## src/hdl/chacha_pkg.sv

```systemverilog
`timescale 1ns / 1ps
// ----------------------------------------------------------------------------
// ChaCha20 package
// Shared constants, types and the quarter-round helper for the cipher.
// ----------------------------------------------------------------------------
package chacha_pkg;

  localparam int unsigned DoubleRoundsDef = 10;
  localparam int unsigned CfgIdxW = 3;

  localparam logic [CfgIdxW-1:0] RegKeyLow     = 3'd0;
  localparam logic [CfgIdxW-1:0] RegKeyMidLow  = 3'd1;
  localparam logic [CfgIdxW-1:0] RegKeyMidHigh = 3'd2;
  localparam logic [CfgIdxW-1:0] RegKeyHigh    = 3'd3;
  localparam logic [CfgIdxW-1:0] RegNonceLow   = 3'd4;
  localparam logic [CfgIdxW-1:0] RegNonceHigh  = 3'd5;
  localparam logic [CfgIdxW-1:0] RegCtrStart   = 3'd6;

  localparam logic [31:0] Sigma0 = 32'h61707865;
  localparam logic [31:0] Sigma1 = 32'h3320646e;
  localparam logic [31:0] Sigma2 = 32'h79622d32;
  localparam logic [31:0] Sigma3 = 32'h6b206574;

  // Queue entry between front and back
  typedef struct packed {
    logic       start;
    logic [7:0] data;
    logic       last;
  } item_t;

  typedef enum logic [1:0] {
    CoreIdle,
    CoreRound,
    CoreFinal
  } core_state_e;

  typedef logic [15:0][31:0] words_t;

  function automatic logic [31:0] rotl(input logic [31:0] v, input int unsigned n);
    rotl = (v << n) | (v >> (32 - n));
  endfunction

  typedef struct packed {
    logic [31:0] a;
    logic [31:0] b;
    logic [31:0] c;
    logic [31:0] d;
  } qr_t;

  function automatic qr_t quarter(input qr_t x);
    qr_t y;
    y = x;
    y.a = y.a + y.b; y.d = rotl(y.d ^ y.a, 16);
    y.c = y.c + y.d; y.b = rotl(y.b ^ y.c, 12);
    y.a = y.a + y.b; y.d = rotl(y.d ^ y.a, 8);
    y.c = y.c + y.d; y.b = rotl(y.b ^ y.c, 7);
    quarter = y;
  endfunction

endpackage

```

## src/hdl/chacha_front.sv

```systemverilog
`timescale 1ns / 1ps
// ----------------------------------------------------------------------------
// ChaCha20 front queue
// Accepts items and holds them in a short queue ahead of the keystream side.
// ----------------------------------------------------------------------------
module chacha_front (
  input  logic                clk_i,
  input  logic                rst_ni,
  input  logic                in_valid_i,
  output logic                in_stall_o,
  input  chacha_pkg::item_t   in_item_i,
  output logic                q_valid_o,
  input  logic                q_pop_i,
  output chacha_pkg::item_t   q_item_o
);

  chacha_pkg::item_t mem_q [2];
  logic       wr_ptr_q, wr_ptr_d, rd_ptr_q, rd_ptr_d;
  logic [1:0] cnt_q, cnt_d;
  logic       push;
  logic       pop;

  assign in_stall_o = (cnt_q == 2'd2);
  assign push       = in_valid_i && !in_stall_o;
  assign q_valid_o  = (cnt_q != 2'd0);
  assign pop        = q_pop_i && q_valid_o;
  assign q_item_o   = mem_q[rd_ptr_q];

  // Pointer and count update
  always_comb begin
    wr_ptr_d = wr_ptr_q ^ push;
    rd_ptr_d = rd_ptr_q ^ pop;
    cnt_d    = cnt_q + {1'b0, push} - {1'b0, pop};
  end

  always_ff @(posedge clk_i or negedge rst_ni) begin
    if (!rst_ni) begin
      wr_ptr_q <= 1'b0;
      rd_ptr_q <= 1'b0;
      cnt_q    <= 2'd0;
    end else begin
      wr_ptr_q <= wr_ptr_d;
      rd_ptr_q <= rd_ptr_d;
      cnt_q    <= cnt_d;
    end
  end

  always_ff @(posedge clk_i) begin
    if (push) begin
      mem_q[wr_ptr_q] <= in_item_i;
    end
  end

  assert property (@(posedge clk_i) disable iff (!rst_ni) cnt_q <= 2'd2)
    else $error("queue count overflow");
  assert property (@(posedge clk_i) disable iff (!rst_ni)
    (cnt_q == 2'd0) |-> !pop) else $error("pop from empty queue");
  assert property (@(posedge clk_i) disable iff (!rst_ni)
    (cnt_q == 2'd2 && !pop) |=> cnt_q == 2'd2) else $error("full queue lost item");

endmodule

```

## config.mk

```make
export PLATFORM = sky130hd
export DESIGN_NAME = chacha_front
export DESIGN_NICKNAME = d
export VERILOG_FILES = /design/src/hdl/chacha_pkg.sv /design/src/hdl/chacha_front.sv
export SDC_FILE = /design/constraint.sdc
export NUM_CORES = 1
export LEC_CHECK = 0
export ABC_AREA = 1
export BUFFER_PORTS_ARGS = -buffer_cell sky130_fd_sc_hd__buf_2
export CAP_MARGIN = 20
export CORE_ASPECT_RATIO = 1.1
export CORE_MARGIN = 3
export CORE_UTILIZATION = 40
export CTS_CLUSTER_DIAMETER = 200
export DETAILED_ROUTE_END_ITERATION = 6
export PLACE_DENSITY = 0.66
export SKIP_CTS_REPAIR_TIMING = 1
export SLEW_MARGIN = 20
export SYNTH_ARGS = -nofsm -noshare
export SYNTH_HDL_FRONTEND = slang
export SYNTH_SLANG_ARGS = --single-unit
```

## constraint.sdc

```tcl
create_clock -name clk_i -period 2.5 [get_ports clk_i]
set_input_delay 0.375 -clock clk_i [delete_from_list [all_inputs] [get_ports clk_i]]
set_output_delay 0.375 -clock clk_i [all_outputs]
set_load 0.02 [all_outputs]
```

==> results of run 1 <==
[critical path: stages, from the launching register on]
cell and delay (ns):
dfrtp_1 0.61, inv_2 0.19, nand2_1 0.09, nand2_1 0.05
buf_2 0.15
[flip-flops by register name, summed over array words and instances (netlist names)]
signal    cells
mem_q        20
wr_ptr_q      1
cnt_q         2
rd_ptr_q      1
[layout make-up]
class,instances,share of cell area
clock buffer,4,0.0225
inverter,10,0.0322
multi-input combinational,47,0.196
sequential,24,0.601
tap,30,0.0322
timing repair buffer,26,0.116
[layer usage]
layer	up-vias	share of wire
li1	322	-
met1	278	0.40
met2	15	0.54
met3	2	0.055
met4	0	0.0078
met5	-	0
[Yosys cell counts]
cell type / count / share of area
nand3_1: 2 / 0.010
clkbuf_8: 1 / 0.014
inv_2: 3 / 0.011
o21ai_2: 1 / 0.0088
inv_1: 7 / 0.026
nand2_4: 1 / 0.011
nand2_1: 37 / 0.14
ha_1: 4 / 0.050
nand2_2: 1 / 0.0063
edfxtp_1: 20 / 0.61
dfrtp_1: 4 / 0.10
nor2_1: 1 / 0.0038
buf_6: 1 / 0.011
[power by group]
group	internal (mW)	switching (mW)	leakage, nW	total (mW)
clock network	0.0621	0.103	0.0150	0.165
registers	0.555	0.0660	0.234	0.621
logic	0.175	0.361	0.310	0.536
[path summary, 6_finish.rpt]
| kind | from | to | cells past startpoint |
|---|---|---|---|
| min in group asynchronous | rst_ni | cnt_q[1]$_DFF_PN0_ | 2 |
| worst max register to register | cnt_q[1]$_DFF_PN0_ | mem_q[0][3]$_DFFE_PP_ | 4 |
| worst min register to register | cnt_q[1]$_DFF_PN0_ | cnt_q[1]$_DFF_PN0_ | 3 |
| worst max-delay path | rd_ptr_q$_DFF_PN0_ | q_item_o[0] | 4 |
| max in group asynchronous | rst_ni | rd_ptr_q$_DFF_PN0_ | 2 |
| worst min-delay path | in_item_i[4] | mem_q[0][4]$_DFFE_PP_ | 1 |
[kinds of logic after synthesis]
kind of cell,share of synthesized area
compound gates,0.00883
simple gates,0.171
buf+inv,0.0631
fa+ha+maj,0.0504
flops,0.706
==> summary.txt, run 1 <==
STA
  – FMAX: around 560 MHz
  – Crit path setup slack, layout: slightly above 0.7 ns
  – Worst-case clock skew: around 0.01 ns
  – Final min period: approximately 1.8 ns
  – Setup TNS: 0 ns
  – Unrepaired setup endpoints after global routing: false
  – Final setup violation count: 0
  – Worst Tran Pin Value: between 0.4 and 0.5 ns
  – Max-slew headroom: 0.692
  – Fin crit share: 0.709
  – Fin. Hold Viols: 0
  – Min Hold Slack: between 0.2 and 0.3 ns
  – Max-slew violation count: 0

Final layout
  – # diodes: 0
  – Commonest non-fill, non-tap cell in the layout: nand2_1
  – Register area: about 700 µm²
  – Filler cells: 224
  – Most frequent cells in the layout: nand2_1 (37), buf_2 (25), edfxtp_1 (20), inv_1 (7)
  – NumNets Final: 130
  – Post-route insts no fill: between 100 and 150
  – Finished Cell Area: about 1200 µm²
  – Multi-input gate area: approximately 230 µm²
  – Post-layout util: 0.508
  – Share of post-route cells with drive strength above 1: 0.306
  – Area added between synthesis and finish: 17.5%

Setup path
  – Crit path arrival time: about 1.4 ns
  – CP Max Fanout: 12
  – Endpoint class of the critical path: primary output
  – Crit path launch type: register
  – Reg2Reg Setup Slack: roughly 1.0 ns
  – WP data required: about 2.1 ns
  – Kind of critical path: reg -> out

Synthesis
  – Syn avg cell area: between 10 and 15 µm²
  – Mapped Cells: slightly above 80
  – Syn nets: roughly 100
  – Ys Warns: 0
  – Register area share after synthesis: 0.706
  – Register bit count reported by yosys: 24
  – Synth unique cells: 13
  – Synth Cell Area: 992 µm²

Global route
  – First-pass GRT wire length: about 2300 µm
  – GRT Util Overall: 0.106
  – Most used routing layer in global routing: met2
  – Vias in the first global route: 573
  – Largest net degree at the start of global routing: 14
  – Met1 Use GR: 0.113
  – Grt ovf: 0
  – Met2 Resource Use GR: 0.187
  – Initial antenna violation count: 0
  – GR Layer Usage met3: 0.0360

Routing
  – Via-to-Cell Ratio: 4.38
  – DRC: 0
  – Routed wire length: 1540 µm
  – Via count: approximately 620
  – Antenna Nets Post-Route: 0
  – Iteration-0 DRC Markers: 14
  – Wirelength per Cell: 10.9 µm
  – First drt pass iteration count: 4

Clocking
  – Clock Root Buffer: clkbuf_4
  – CTS tree: yes
  – TritonCTS buffer count: 3
  – CTS sink cnt: 24
  – H-tree levels: 1
  – Worst-Skew Late Latency: ~0.3 ns
  – Clock buffer depth: 2
  – Clock slew at reported path FFs: 0.12 ns

Place
  – Cell count after placement: between 100 and 150
  – Post-DP HPWL: 1160 µm
  – Number of port buffers: 25
  – Pre-CTS setup slack: slightly above 1 ns
  – Placed cell area: between 1000 and 1500 µm²
  – Routability cong.: a little under 0.7

Floorplanning
  – DIE HEIGHT: 58.2 µm
  – Initial Utilization: 0.432
  – Total die area: a little over 3000 µm²
  – I/O pins: 26
  – Number of core rows: 18
  – Core area: between 2000 and 2500 µm²
  – Die Width: ~53 µm

Power
  – Worst VDD drop: 616 µV
  – Pleak: roughly 0.56 nW
  – Total Power: between 1 and 1.5 mW
  – Pwr/cell area: 1130 nW/µm²

Worst hold path
  – Hold/Removal Path Class: in -> reg

Flow run
  – Max cap viols: 0

Status
  – Run status: completed
Note: power is estimated with default switching activity, not from simulation.
==> run 2: changes to the inputs <==
--- a/config.mk
+++ b/config.mk
@@ -13,7 +13,7 @@
 export CORE_UTILIZATION = 40
 export CTS_CLUSTER_DIAMETER = 200
 export DETAILED_ROUTE_END_ITERATION = 6
-export PLACE_DENSITY = 0.66
+export PLACE_DENSITY = 0.69
 export SKIP_CTS_REPAIR_TIMING = 1
 export SLEW_MARGIN = 20
 export SYNTH_ARGS = -nofsm -noshare
==> constraint.sdc (replaced) <==
create_clock -name clk_i -period 1.6 [get_ports clk_i]
set_input_delay 0.24 -clock clk_i [delete_from_list [all_inputs] [get_ports clk_i]]
set_output_delay 0.24 -clock clk_i [all_outputs]
set_load 0.02 [all_outputs]
==> summary.txt, run 2 (synthesized netlist as in run 1, its figures left out) <==
Global route
  – Vias in the first global route: 595 (+3.8%)
  – Grt ovf: 0 (unchanged)
  – Initial antenna violation count: 0 (unchanged)
  – Largest net degree at the start of global routing: 14 (unchanged)
  – First-pass GRT wire length: 2400 µm (+3.3%)
  – GRT Util Overall: 0.106 (-0.000340)

Worst hold path
  – Worst Hold Depth: 1 (unchanged)
  – Hold Startpoint: in_item_i[0]
  – Hold/Removal Path Class: in -> reg

Clocking
  – Worst-Skew Late Latency: 0.30 ns (about the same)
  – CTS tree: yes
  – TritonCTS buffer count: 3 (unchanged)
  – Clock Root Buffer: clkbuf_4
  – H-tree levels: 1 (unchanged)
  – Clock buffer depth: 2 (unchanged)
  – Clock slew at reported path FFs: 0.12 ns (about the same)
  – CTS sink cnt: 24 (unchanged)

Place
  – Number of port buffers: 25 (unchanged)
  – Post-DP HPWL: 1130 µm (-2.2%)
  – Routability cong.: 0.735 (+8.5%)
  – Cell count after placement: 137 (+0.74%)

STA
  – Setup TNS: 0 ns (unchanged)
  – Max-slew violation count: 0 (unchanged)
  – FMAX: between 600 and 700 MHz
  – Max-slew headroom: 0.683 (-0.00896)
  – Unrepaired setup endpoints after global routing: false
  – Final min period: ~1.4 ns
  – Worst Tran Pin Value: 0.475 ns (+0.0134 ns)
  – Worst-case clock skew: 0.00414 ns (-0.00603 ns)
  – Fin. Hold Viols: 0 (unchanged)
  – Fin crit share: 0.905
  – Final setup violation count: 0 (unchanged)

Status
  – Run status: completed

Floorplanning
  – Die Width: 53.5 µm (unchanged)
  – Core area: 2300 µm² (unchanged)
  – DIE HEIGHT: 58.2 µm (unchanged)
  – Total die area: 3110 µm² (unchanged)
  – I/O pins: 26 (unchanged)
  – Number of core rows: 18 (unchanged)
  – Initial Utilization: 0.432 (unchanged)

Final layout
  – NumNets Final: 131 (+0.77%)
  – Most frequent cells in the layout: nand2_1 (37), buf_2 (25), edfxtp_1 (20), inv_1 (7), ha_1 (4)
  – Biggest regs: mem_q: 20 flops, cnt_q: 2 flops
  – Share of post-route cells with drive strength above 1: 0.321 (+0.0151)
  – Commonest non-fill, non-tap cell in the layout: nand2_1
  – Reg with most FFs: mem_q
  – # diodes: 0 (unchanged)
  – Max FFs per register: 20 (unchanged)
  – Post-route insts no fill: 142 (+0.71%)
  – Area added between synthesis and finish: 18.7%
  – Post-layout util: 0.513 (+0.00490)

Power
  – Total Power: 2.09 mW (+58%)
  – Worst VDD drop: 1070 µV (+73%)
  – Pwr/cell area: 1770 nW/µm² (+57%)
  – Pleak: 0.563 nW (+0.81%)

Setup path
  – Most used cell, CP: nand2_1
  – Setup crit start: rd_ptr_q$_DFF_PN0_
  – Crit path arrival time: 1.21 ns (-0.19 ns)
  – Reg2reg end: mem_q[1][5]$_DFFE_PP_
  – Reg2Reg Setup Slack: 0.16 ns (-0.88 ns)
  – Kind of critical path: reg -> out
  – Critical Path Slowest Stage Cell: dfrtp_2
  – R2R depth: 4 (unchanged)
  – Endpoint class of the critical path: primary output
  – CP Max Fanout: 7 (-5)
  – Crit-path max cell delay: 0.48 ns (-0.13 ns)
  – Cell Chain, Critical Path: buf_4 -> nand2_1 -> nand2_1 -> buf_2
  – WP data required: 1.36 ns (-0.76 ns)
  – Crit path to: q_item_o[7]
  – Reg2reg start: cnt_q[1]$_DFF_PN0_
  – Crit path launch type: register

Flow run
  – Max cap viols: 0 (unchanged)

Routing
  – Wirelength per Cell: 10.3 µm (-6.0%)
  – DRC: 0 (unchanged)
  – Via count: 620 (+0.49%)
  – Iteration-0 DRC Markers: 7 (-7)
  – Routed wire length: 1460 µm (-5.3%)
  – Antenna Nets Post-Route: 0 (unchanged)
  – First drt pass iteration count: 4 (unchanged)
  – Via-to-Cell Ratio: 4.37 (-0.22%)
==> run 2: critical path: cells and delay by family, from the launching register on <==
| kind | cells | cell delay [ns] |
|---|---|---|
| flip-flops | 1 | 0.48 |
| buffers and inverters | 2 | 0.33 |
| AND/OR/NAND/NOR | 2 | 0.11 |
==> run 2: area by class of cell <==
class,instances,area (µm²)
clock buffer,3,22.5
clock inverter,1,3.75
fill,228,1120
inverter,10,40.0
multi-input combinational,47,229
sequential,24,702
tap,30,37.5
timing repair buffer,27,143
==> run 2: stage by stage <==
step                      instance area [µm²]  setup slack (ns)  hold WS [ns]
after detailed placement                 1140             0.161        0.0531
after global routing                     1180            0.0570         0.109
after CTS                                1160            0.0570        -0.284
after floorplan                           992             0.247       -0.0556
after global placement                   1140             0.209        0.0517
final                                    1180             0.152         0.123
==> run 2: worst min path at each step <==
stage                                 end
floorplan              cnt_q[0]$_DFF_PN0_
global placement       wr_ptr_q$_DFF_PN0_
detailed placement     wr_ptr_q$_DFF_PN0_
CTS                    wr_ptr_q$_DFF_PN0_
global route        mem_q[1][2]$_DFFE_PP_
finish              mem_q[1][0]$_DFFE_PP_
==> run 2: per-layer routing <==
layer / share of wire / vias to the layer above / global-route usage
met4: 0 / 0 / 0.0328
met5: 0 / - / 0
met1: 0.44 / 280 / 0.122
li1: - / 324 / -
met3: 0.060 / 0 / 0.0231
met2: 0.50 / 16 / 0.191
==> run 2: power breakdown <==
| part | switching, mW | total, mW | internal, mW | leakage (nW) |
|---|---|---|---|---|
| sequential | 0.0820 | 0.953 | 0.871 | 0.233 |
| clock | 0.158 | 0.249 | 0.0907 | 0.0154 |
| combinational | 0.592 | 0.887 | 0.295 | 0.316 |
| total | 0.833 | 2.09 | 1.26 | 0.563 |
